**config.mk**
```make
export PLATFORM = sky130hd
export DESIGN_NAME = adpcm_second_order_decoder
export DESIGN_NICKNAME = d
export VERILOG_FILES = /design/src/sv/adpcm2d_pkg.sv /design/src/sv/adpcm2d_ram.sv /design/src/sv/adpcm2d_front.sv /design/src/sv/adpcm2d_queue.sv /design/src/sv/adpcm2d_back.sv /design/src/sv/adpcm_second_order_decoder.sv
export SDC_FILE = /design/constraint.sdc
export NUM_CORES = 2
export LEC_CHECK = 0
export ABC_AREA = 1
export BUFFER_PORTS_ARGS = -buffer_cell sky130_fd_sc_hd__buf_2
export CAP_MARGIN = 15
export CORE_ASPECT_RATIO = 0.6
export CORE_MARGIN = 1.5
export CORE_UTILIZATION = 60
export CTS_BUF_LIST = sky130_fd_sc_hd__clkbuf_16
export DETAILED_ROUTE_END_ITERATION = 12
export GPL_ROUTABILITY_DRIVEN = 0
export PLACE_DENSITY = 0.78
export SLEW_MARGIN = 30
export SYNTH_ARGS = -nofsm -noshare
export SYNTH_HDL_FRONTEND = slang
export SYNTH_HIERARCHICAL = 1
export SYNTH_SLANG_ARGS = --single-unit
```
**constraint.sdc**
```tcl
create_clock -name clock -period 12.4 [get_ports clock]
set_input_delay 0 -clock clock [delete_from_list [all_inputs] [get_ports clock]]
set_output_delay 0 -clock clock [all_outputs]
set_load 0.02 [all_outputs]
```
**src/sv/adpcm2d_pkg.sv**
```systemverilog
// Shared types and constants for the second-order ADPCM decoder.
// Used by every module of the block but adpcm2d_ram; depends on nothing.
package adpcm2d_pkg;

   // action codes of an input transfer
   localparam logic [1:0] ACT_DATA  = 2'd0;
   localparam logic [1:0] ACT_COEF  = 2'd1;
   localparam logic [1:0] ACT_CLEAR = 2'd2;
   localparam logic [1:0] ACT_HIST  = 2'd3;

   localparam int QueueDepth   = 4;
   localparam int QueuePtrBits = $clog2(QueueDepth);

   localparam int CoefBooks    = 16;
   localparam int BookBits     = $clog2(CoefBooks);

   localparam logic [4:0] ScaleBias  = 5'd9;
   localparam logic [3:0] DataBytes4 = 4'd8;
   localparam logic [3:0] DataBytes2 = 4'd4;

   localparam logic signed [21:0] SampleMax = 22'sd32767;
   localparam logic signed [21:0] SampleMin = -22'sd32767;

   typedef struct packed {
      logic [1:0]          action;
      logic [7:0]          data_byte;
      logic                two_bit;
      logic                ends;
      logic [4:0]          shift;
      logic [BookBits-1:0] book;
      logic [4:0]          coef_index;
      logic signed [15:0]  coef_value;
      logic signed [15:0]  hist_older;
      logic signed [15:0]  hist_newer;
   } q_entry_type;

   typedef struct packed {
      logic        valid;
      q_entry_type entry;
   } q_push_type;

   typedef struct packed {
      logic full;
      logic empty;
   } q_stat_type;

endpackage

```
**src/sv/adpcm2d_ram.sv**
```systemverilog
// Generic single-write, single-read RAM with registered read data.
// No dependencies.
module adpcm2d_ram #(
   parameter int DATA_WIDTH = 16,
   parameter int DEPTH      = 16
) (
   input  logic                     clock,
   input  logic                     wr_en,
   input  logic [$clog2(DEPTH)-1:0] wr_addr,
   input  logic [DATA_WIDTH-1:0]    wr_data,
   input  logic [$clog2(DEPTH)-1:0] rd_addr,
   output logic [DATA_WIDTH-1:0]    rd_data
);

   logic [DATA_WIDTH-1:0] mem_ff [DEPTH];
   logic [DATA_WIDTH-1:0] rd_data_ff;

   always_ff @(posedge clock) begin
      if (wr_en) begin
         mem_ff[wr_addr] <= wr_data;
      end
      rd_data_ff <= mem_ff[rd_addr];
   end

   assign rd_data = rd_data_ff;

endmodule

```
**src/sv/adpcm2d_front.sv**
```systemverilog
// Front end: accepts transfers, tracks frame position, absorbs headers.
// Depends on adpcm2d_pkg.
module adpcm2d_front (
   input  logic                        clock,
   input  logic                        reset,
   input  logic                        req_valid,
   output logic                        req_ready,
   input  logic [1:0]                  req_action,
   input  logic [7:0]                  req_data_byte,
   input  logic [4:0]                  req_coef_index,
   input  logic signed [15:0]          req_coef_value,
   input  logic signed [15:0]          req_hist_older,
   input  logic signed [15:0]          req_hist_newer,
   input  logic                        two_bit_mode,
   input  adpcm2d_pkg::q_stat_type     q_stat,
   output adpcm2d_pkg::q_push_type     q_push
);

   logic [3:0]                       pos_ff,   pos_in;
   logic [4:0]                       shift_ff, shift_in;
   logic [adpcm2d_pkg::BookBits-1:0] book_ff,  book_in;
   logic                             accept;
   logic [3:0]                       data_bytes;
   logic                             ends;

   assign req_ready  = !q_stat.full;
   assign accept     = req_valid && req_ready;
   assign data_bytes = two_bit_mode ? adpcm2d_pkg::DataBytes2 : adpcm2d_pkg::DataBytes4;
   assign ends       = pos_ff >= data_bytes;

   always_comb begin
      pos_in   = pos_ff;
      shift_in = shift_ff;
      book_in  = book_ff;
      q_push.valid            = 1'b0;
      q_push.entry.action     = req_action;
      q_push.entry.data_byte  = req_data_byte;
      q_push.entry.two_bit    = two_bit_mode;
      q_push.entry.ends       = ends;
      q_push.entry.shift      = shift_ff;
      q_push.entry.book       = book_ff;
      q_push.entry.coef_index = req_coef_index;
      q_push.entry.coef_value = req_coef_value;
      q_push.entry.hist_older = req_hist_older;
      q_push.entry.hist_newer = req_hist_newer;
      if (accept) begin
         unique case (req_action)
            adpcm2d_pkg::ACT_DATA: begin
               if (pos_ff == 4'd0) begin
                  // header: latch scale and book, nothing goes downstream
                  shift_in = {1'b0, req_data_byte[7:4]} + adpcm2d_pkg::ScaleBias;
                  book_in  = req_data_byte[3:0];
                  pos_in   = 4'd1;
               end else begin
                  q_push.valid = 1'b1;
                  pos_in       = ends ? 4'd0 : pos_ff + 4'd1;
               end
            end
            adpcm2d_pkg::ACT_CLEAR: begin
               q_push.valid = 1'b1;
               pos_in       = 4'd0;
            end
            default: begin
               q_push.valid = 1'b1;
            end
         endcase
      end
   end

   always_ff @(posedge clock) begin
      if (reset) begin
         pos_ff   <= 4'd0;
         shift_ff <= 5'd0;
         book_ff  <= '0;
      end else begin
         pos_ff   <= pos_in;
         shift_ff <= shift_in;
         book_ff  <= book_in;
      end
   end

endmodule

```
**src/sv/adpcm2d_queue.sv**
```systemverilog
// Short in-order queue of classified operations between front and back.
// Depends on adpcm2d_pkg.
module adpcm2d_queue (
   input  logic                      clock,
   input  logic                      reset,
   input  adpcm2d_pkg::q_push_type   q_push,
   input  logic                      pop,
   output adpcm2d_pkg::q_entry_type  head,
   output adpcm2d_pkg::q_stat_type   q_stat
);

   localparam int PtrBits = adpcm2d_pkg::QueuePtrBits;

   adpcm2d_pkg::q_entry_type entries_ff [adpcm2d_pkg::QueueDepth];
   logic [PtrBits-1:0] wr_ptr_ff, wr_ptr_in;
   logic [PtrBits-1:0] rd_ptr_ff, rd_ptr_in;
   logic [PtrBits:0]   count_ff,  count_in;
   logic               do_push;
   logic               do_pop;

   assign q_stat.full  = count_ff == (PtrBits+1)'(adpcm2d_pkg::QueueDepth);
   assign q_stat.empty = count_ff == '0;
   assign do_push      = q_push.valid && !q_stat.full;
   assign do_pop       = pop && !q_stat.empty;
   assign head         = entries_ff[rd_ptr_ff];

   always_comb begin
      wr_ptr_in = do_push ? wr_ptr_ff + 1'b1 : wr_ptr_ff;
      rd_ptr_in = do_pop  ? rd_ptr_ff + 1'b1 : rd_ptr_ff;
      count_in  = count_ff;
      if (do_push && !do_pop) begin
         count_in = count_ff + 1'b1;
      end else if (do_pop && !do_push) begin
         count_in = count_ff - 1'b1;
      end
   end

   always_ff @(posedge clock) begin
      if (do_push) begin
         entries_ff[wr_ptr_ff] <= q_push.entry;
      end
   end

   always_ff @(posedge clock) begin
      if (reset) begin
         wr_ptr_ff <= '0;
         rd_ptr_ff <= '0;
         count_ff  <= '0;
      end else begin
         wr_ptr_ff <= wr_ptr_in;
         rd_ptr_ff <= rd_ptr_in;
         count_ff  <= count_in;
      end
   end

endmodule

```
**src/sv/adpcm2d_back.sv**
```systemverilog
// Back end: coefficient store, history and the sample multiply-accumulate loop.
// Depends on adpcm2d_pkg and adpcm2d_ram.
module adpcm2d_back (
   input  logic                      clock,
   input  logic                      reset,
   input  adpcm2d_pkg::q_entry_type  head,
   input  adpcm2d_pkg::q_stat_type   q_stat,
   output logic                      pop,
   output logic                      rsp_valid,
   input  logic                      rsp_ready,
   output logic signed [15:0]        rsp_sample,
   output logic                      rsp_last_of_run,
   output logic                      rsp_frame_end
);

   localparam logic [1:0] ST_IDLE = 2'd0;
   localparam logic [1:0] ST_MUL  = 2'd1;
   localparam logic [1:0] ST_ACC  = 2'd2;
   localparam int BookBits = adpcm2d_pkg::BookBits;

   logic [1:0]                state_ff,   state_in;
   logic signed [15:0]        older_ff,   older_in;
   logic signed [15:0]        newer_ff,   newer_in;
   logic [7:0]                code_sr_ff, code_sr_in;
   logic                      two_bit_ff, two_bit_in;
   logic                      ends_ff,    ends_in;
   logic [4:0]                shift_ff,   shift_in;
   logic [BookBits-1:0]       book_ff,    book_in;
   logic [1:0]                idx_ff,     idx_in;
   logic signed [31:0]        p_old_ff,   p_old_in;
   logic signed [31:0]        p_new_ff,   p_new_in;
   logic                      rsp_valid_ff,  rsp_valid_in;
   logic signed [15:0]        rsp_sample_ff, rsp_sample_in;
   logic                      rsp_last_ff,   rsp_last_in;
   logic                      rsp_end_ff,    rsp_end_in;

   logic                      wr_old, wr_new;
   logic [BookBits-1:0]       rd_addr;
   logic [15:0]               c_old, c_new;
   logic signed [15:0]        m_old, m_new;
   logic signed [31:0]        code32;
   logic signed [31:0]        acc_sum;
   logic signed [21:0]        acc_sh;
   logic signed [15:0]        clamped;
   logic                      last;
   logic                      out_free;

   assign pop    = (state_ff == ST_IDLE) && !q_stat.empty;
   assign wr_old = pop && (head.action == adpcm2d_pkg::ACT_COEF) && !head.coef_index[0];
   assign wr_new = pop && (head.action == adpcm2d_pkg::ACT_COEF) &&  head.coef_index[0];
   assign rd_addr = (state_ff == ST_IDLE) ? head.book : book_ff;

   adpcm2d_ram #(.DATA_WIDTH(16), .DEPTH(adpcm2d_pkg::CoefBooks)) u_coef_old (
      .clock   (clock),
      .wr_en   (wr_old),
      .wr_addr (head.coef_index[4:1]),
      .wr_data (head.coef_value),
      .rd_addr (rd_addr),
      .rd_data (c_old)
   );

   adpcm2d_ram #(.DATA_WIDTH(16), .DEPTH(adpcm2d_pkg::CoefBooks)) u_coef_new (
      .clock   (clock),
      .wr_en   (wr_new),
      .wr_addr (head.coef_index[4:1]),
      .wr_data (head.coef_value),
      .rd_addr (rd_addr),
      .rd_data (c_new)
   );

   // floor(c/4)*2
   assign m_old = {c_old[15], c_old[15:2], 1'b0};
   assign m_new = {c_new[15], c_new[15:2], 1'b0};

   assign code32 = two_bit_ff ? 32'(signed'(code_sr_ff[7:6]))
                              : 32'(signed'(code_sr_ff[7:4]));
   assign acc_sum = (code32 <<< shift_ff) + p_old_ff + p_new_ff;
   assign acc_sh  = acc_sum[31:10];
   assign last    = two_bit_ff ? (idx_ff == 2'd3) : (idx_ff == 2'd1);
   assign out_free = !rsp_valid_ff || rsp_ready;

   always_comb begin
      priority if (acc_sh > adpcm2d_pkg::SampleMax) begin
         clamped = 16'(adpcm2d_pkg::SampleMax);
      end else if (acc_sh < adpcm2d_pkg::SampleMin) begin
         clamped = 16'(adpcm2d_pkg::SampleMin);
      end else begin
         clamped = acc_sh[15:0];
      end
   end

   always_comb begin
      state_in      = state_ff;
      older_in      = older_ff;
      newer_in      = newer_ff;
      code_sr_in    = code_sr_ff;
      two_bit_in    = two_bit_ff;
      ends_in       = ends_ff;
      shift_in      = shift_ff;
      book_in       = book_ff;
      idx_in        = idx_ff;
      p_old_in      = p_old_ff;
      p_new_in      = p_new_ff;
      rsp_valid_in  = rsp_valid_ff && !rsp_ready;
      rsp_sample_in = rsp_sample_ff;
      rsp_last_in   = rsp_last_ff;
      rsp_end_in    = rsp_end_ff;
      unique case (state_ff)
         ST_IDLE: begin
            if (pop) begin
               unique case (head.action)
                  adpcm2d_pkg::ACT_DATA: begin
                     code_sr_in = head.data_byte;
                     two_bit_in = head.two_bit;
                     ends_in    = head.ends;
                     shift_in   = head.shift;
                     book_in    = head.book;
                     idx_in     = 2'd0;
                     state_in   = ST_MUL;
                  end
                  adpcm2d_pkg::ACT_CLEAR: begin
                     older_in = '0;
                     newer_in = '0;
                  end
                  adpcm2d_pkg::ACT_HIST: begin
                     older_in = head.hist_older;
                     newer_in = head.hist_newer;
                  end
                  default: begin
                     // coefficient write goes straight to the RAM
                  end
               endcase
            end
         end
         ST_MUL: begin
            p_old_in = 32'(older_ff) * 32'(m_old);
            p_new_in = 32'(newer_ff) * 32'(m_new);
            state_in = ST_ACC;
         end
         ST_ACC: begin
            if (out_free) begin
               rsp_valid_in  = 1'b1;
               rsp_sample_in = clamped;
               rsp_last_in   = last;
               rsp_end_in    = last && ends_ff;
               older_in      = newer_ff;
               newer_in      = clamped;
               code_sr_in    = two_bit_ff ? {code_sr_ff[5:0], 2'b00}
                                          : {code_sr_ff[3:0], 4'b0000};
               idx_in        = idx_ff + 2'd1;
               state_in      = last ? ST_IDLE : ST_MUL;
            end
         end
         default: begin
            state_in = ST_IDLE;
         end
      endcase
   end

   always_ff @(posedge clock) begin
      if (reset) begin
         state_ff     <= ST_IDLE;
         older_ff     <= '0;
         newer_ff     <= '0;
         rsp_valid_ff <= 1'b0;
      end else begin
         state_ff     <= state_in;
         older_ff     <= older_in;
         newer_ff     <= newer_in;
         rsp_valid_ff <= rsp_valid_in;
      end
   end

   always_ff @(posedge clock) begin
      code_sr_ff    <= code_sr_in;
      two_bit_ff    <= two_bit_in;
      ends_ff       <= ends_in;
      shift_ff      <= shift_in;
      book_ff       <= book_in;
      idx_ff        <= idx_in;
      p_old_ff      <= p_old_in;
      p_new_ff      <= p_new_in;
      rsp_sample_ff <= rsp_sample_in;
      rsp_last_ff   <= rsp_last_in;
      rsp_end_ff    <= rsp_end_in;
   end

   assign rsp_valid       = rsp_valid_ff;
   assign rsp_sample      = rsp_sample_ff;
   assign rsp_last_of_run = rsp_last_ff;
   assign rsp_frame_end   = rsp_end_ff;

endmodule

```
**src/sv/adpcm_second_order_decoder.sv**
```systemverilog
// Top level of the second-order ADPCM decoder.
// Depends on adpcm2d_pkg, adpcm2d_front, adpcm2d_queue and adpcm2d_back.

// Decodes ADPCM frames fed one byte per transfer. A frame is a header byte
// (high nibble scale, low nibble coefficient book) followed by 8 data bytes
// in 4-bit mode or 4 in 2-bit mode; each data byte yields 2 or 4 clamped
// 16-bit samples, high bits first, with last_of_run on the last sample of
// the byte and frame_end on the sixteenth sample of the frame. The front end
// takes one transfer per cycle while its 4-entry queue has room; headers are
// absorbed there and produce nothing. The back end handles a coefficient
// load, clear or history set in its idle state; each sample of a data byte
// needs a multiply state and an accumulate-and-clamp state because the
// next sample's products depend on the sample just produced. A result
// waits in the output register while the loop keeps going up to the next
// accumulate. Coefficient entries never loaded read as undefined. Write
// csr_wr_data only while the block is idle; the mode is sampled per byte.
module adpcm_second_order_decoder (
   input  logic               clock,
   input  logic               reset,
   input  logic               req_valid,
   output logic               req_ready,
   input  logic [1:0]         req_action,
   input  logic [7:0]         req_data_byte,
   input  logic [4:0]         req_coef_index,
   input  logic signed [15:0] req_coef_value,
   input  logic signed [15:0] req_hist_older,
   input  logic signed [15:0] req_hist_newer,
   output logic               rsp_valid,
   input  logic               rsp_ready,
   output logic signed [15:0] rsp_sample,
   output logic               rsp_last_of_run,
   output logic               rsp_frame_end,
   input  logic               csr_wr_en,
   input  logic               csr_wr_data
);

   logic two_bit_mode_ff, two_bit_mode_in;

   adpcm2d_pkg::q_stat_type  q_stat;
   adpcm2d_pkg::q_push_type  q_push;
   adpcm2d_pkg::q_entry_type q_head;
   logic                     q_pop;

   // mode register: hold unless written
   assign two_bit_mode_in = csr_wr_en ? csr_wr_data : two_bit_mode_ff;

   always_ff @(posedge clock) begin
      if (reset) begin
         two_bit_mode_ff <= 1'b0;
      end else begin
         two_bit_mode_ff <= two_bit_mode_in;
      end
   end

   // classify transfers, track frame position
   adpcm2d_front u_front (
      .clock          (clock),
      .reset          (reset),
      .req_valid      (req_valid),
      .req_ready      (req_ready),
      .req_action     (req_action),
      .req_data_byte  (req_data_byte),
      .req_coef_index (req_coef_index),
      .req_coef_value (req_coef_value),
      .req_hist_older (req_hist_older),
      .req_hist_newer (req_hist_newer),
      .two_bit_mode   (two_bit_mode_ff),
      .q_stat         (q_stat),
      .q_push         (q_push)
   );

   // decouple front and back in order
   adpcm2d_queue u_queue (
      .clock  (clock),
      .reset  (reset),
      .q_push (q_push),
      .pop    (q_pop),
      .head   (q_head),
      .q_stat (q_stat)
   );

   // run the coefficient store, history and sample loop
   adpcm2d_back u_back (
      .clock           (clock),
      .reset           (reset),
      .head            (q_head),
      .q_stat          (q_stat),
      .pop             (q_pop),
      .rsp_valid       (rsp_valid),
      .rsp_ready       (rsp_ready),
      .rsp_sample      (rsp_sample),
      .rsp_last_of_run (rsp_last_of_run),
      .rsp_frame_end   (rsp_frame_end)
   );

   // frame end only ever lands on the last sample of a byte
   a_frame_end_is_last: assert property (@(posedge clock) disable iff (reset)
      rsp_valid |-> (!rsp_frame_end || rsp_last_of_run))
      else $error("frame_end without last_of_run");

   // the clamp never lets the most negative code through
   a_sample_clamped: assert property (@(posedge clock) disable iff (reset)
      rsp_valid |-> (rsp_sample != 16'sh8000))
      else $error("sample outside clamp range");

   // queue cannot be full and empty at once
   a_queue_status: assert property (@(posedge clock) disable iff (reset)
      !(q_stat.full && q_stat.empty))
      else $error("queue status inconsistent");

   // nothing is popped from an empty queue
   a_no_pop_empty: assert property (@(posedge clock) disable iff (reset)
      q_pop |-> !q_stat.empty)
      else $error("pop from empty queue");

endmodule
```
==> impl_metrics.yaml <==
sta:
  grt_setup_unrepaired: "no"
  worst_pin_slew_ns: 1.07
  drv_slew: 0
  setup_viol: 0
  post-route-period-util: 0.538
  skew_ns: 0.0733
  fin_tns_setup_ns: 0
  timing.slew.headroom: 0.288
  hold_violations: 0
  whs_ns: 0.0512
  fin_crit_ns: 6.67
  max_freq_mhz: 150
logic_synthesis:
  synth_area_per_cell_um2: 9.75
  yosysWarnings: 6
  netlist_area_um2: 57500
  syn_nets: 6620
  syn_inst: 5902
drt:
  firstDrtPassIters: 6
  vias: 40700
  drt_iter0_drc: 5162
  wl_um: 143000
  post_drt_wl_per_cell_um: 19.8
  ant_nets: 0
  drc: 0
  viasPerCell: 5.65
critical_path:
  slowest_delay_ns: 0.89
  reg2reg_depth: 23
  cpMostUsedCell: "fa_1"
  cp.buffers_inverters: 5
  timing.rr.start: "u_back/newer_ff[11]$_SDFFE_PP0P_"
  cp_data_arrival_time_ns: 7.05
  crit_chain: "nand2_1, fa_1, inv_1, fa_1, fa_1, inv_1, fa_1, inv_1, fa_1, inv_1, fa_1, inv_1, ha_1, a21oi_1, o21a_1, o221ai_1, a21oi_1, o21ai_1, a21boi_0, o21ai_1, nand2_1, nand3_1, xor2_1"
  cp-start-kind: "flop"
  critical_path.slowest_cell: "dfxtp_1"
  crit_family: "adder cells"
  path_class: "flop to flop"
  required_ns: 12.78
  r2r_slack_ns: 5.73
  crit_fanout: 16
  reg2reg_to: "u_back/p_new_ff[30]$_DFFE_PN_"
  cp-end-kind: "flop"
clock_tree:
  htree_levels: 3
  postCtsSetupBuffers: 0
  ctsRootBufferMaster: "clkbuf_16"
  cts_tree: "built"
  cts_buffer_depth: 3
  cts.reportedPaths.clkPinSlew_ns: 0.06
  clk_latency_ns: 0.71
  cts_num_sinks: 921
  cts_made_buffers: 84
run:
  drv_cap: 0
grt:
  grt_util_all_layers: 0.296
  antenna_found_initial: 5
  grt-ovfl-total: 0
  grt_max_degree: 128
  grt_pass1_wl_um: 224000
  grt_pass1_vias: 40200
min_path:
  holdPathStages: 2
  min_to: "u_queue/entries_ff[1][13]$_DFFE_PP_"
  hp-start: "req_hist_newer[13]"
  hold_path.class: "input pin to flop"
die:
  initial_core_util: 0.609
  die_w_um: 403
  rows: 87
  dieHeight_um: 243
  coreArea_um2: 94500
  io_pins: 89
  dieArea_um2: 97800
place:
  dp_hpwl_um: 97500
  portBuffers: 86
final_layout:
  drive_gt1_frac: 0.0651
  multiInputGateArea_um2: 24300
  num-fill-cells: 6957
  final_nets: 6614
  area.sequential_um2: 26800
  syn_to_final_growth_pct: 7.75
outcome:
  status: "completed"
## worst max-delay path by stage
stage                                                    start                             to  slack (ns)  cells past startpoint
final                         u_back/newer_ff[11]$_SDFFE_PP0P_  u_back/p_new_ff[30]$_DFFE_PN_        5.73                     23
after CTS                     u_back/newer_ff[11]$_SDFFE_PP0P_  u_back/p_new_ff[30]$_DFFE_PN_        5.83                     23
after floorplan           u_back/u_coef_new/rd_data[4]$_DFF_P_  u_back/p_new_ff[30]$_DFFE_PN_        6.47                     25
after global routing          u_back/newer_ff[14]$_SDFFE_PP0P_  u_back/p_new_ff[28]$_DFFE_PN_        5.35                     23
after detailed placement      u_back/newer_ff[11]$_SDFFE_PP0P_  u_back/p_new_ff[30]$_DFFE_PN_        5.89                     23
after global placement        u_back/newer_ff[11]$_SDFFE_PP0P_  u_back/p_new_ff[30]$_DFFE_PN_        5.96                     23
## cell usage in the layout (no fill, tap or decap), drive strengths merged, types with 8 or more instances in the layout
cell type	instances
dlygate4sd3	67
o21a	8
or2	22
xor2	51
a22oi	16
nand3b	9
a21o	8
nand2	1349
ha	181
fa	468
clkbuf	85
o21ai	251
nor3	22
a21oi	154
nand4	16
clkinv	32
inv	1264
bufinv	9
buf	166
o22ai	73
xnor2	34
nor2	324
edfxtp	835
nand3	392
dfxtp	86
## metal layers
metal  global-route usage  wire length [µm]
met1                0.445             59300
met2                0.420             60200
met3               0.0922             20400
met4               0.0691              2700
met5                    0                35
## state kept, by name, summed over array words and instances, names as in the netlist, 2 cells and up, named ones only
signal,cells
u_front/shift_ff,5
u_front/pos_ff,4
u_queue/wr_ptr_ff,2
u_queue/rd_ptr_ff,2
u_back/u_coef_new/mem_ff,224
u_front/book_ff,4
u_back/state_ff,2
u_back/shift_ff,5
u_back/older_ff,16
u_back/newer_ff,16
u_back/book_ff,4
u_back/idx_ff,2
u_back/rsp_sample,16
u_back/u_coef_old/rd_data,14
u_back/u_coef_new/rd_data,14
u_back/p_new_ff,30
u_queue/count_ff,3
u_queue/entries_ff,288
u_back/u_coef_old/mem_ff,224
u_back/p_old_ff,30
u_back/code_sr_ff,8
## stage by stage
stage                      util  area (µm²)  worst slack (ns)  instances
after floorplan               -       57500              6.47       5902
after global placement    0.618       58400              5.96       6985
after detailed placement  0.618       58400              5.89       6987
after CTS                 0.655       61900              5.83       7205
after global routing      0.656       62000              5.35       7208
final                     0.656       62000              5.73       7211
## area by class of cell
class	count	share of cell area
Antenna cell	4	0.000162
Clock buffer	85	0.0343
Clock inverter	66	0.0111
Inverter	1242	0.0753
Multi-Input combinational cell	3414	0.393
Sequential cell	921	0.432
Tap cell	1246	0.0252
Timing Repair Buffer	233	0.0290
## worst reg2reg max path, stage by stage (launching register included)
cell	delay (ns)
dfxtp_1	0.89
nand2_1	0.17
fa_1	0.55
inv_1	0.06
fa_1	0.47
fa_1	0.53
inv_1	0.06
fa_1	0.52
inv_1	0.05
fa_1	0.49
inv_1	0.07
fa_1	0.48
inv_1	0.04
ha_1	0.34
a21oi_1	0.21
o21a_1	0.15
o221ai_1	0.09
a21oi_1	0.26
o21ai_1	0.14
a21boi_0	0.29
o21ai_1	0.18
nand2_1	0.09
nand3_1	0.07
xor2_1	0.15
## repair_timing
action / 4_1_cts / 5_1_grt
hold buffers: 67 / 0
endpoints found under the setup margin: 0 / 0
resized for setup: 0 / 0
hold endpoints to repair: 287 / 0
Power is left out: the tool's default activity adds up to more than one toggle a clock period on the data nets, which glitch-free logic cannot reach.
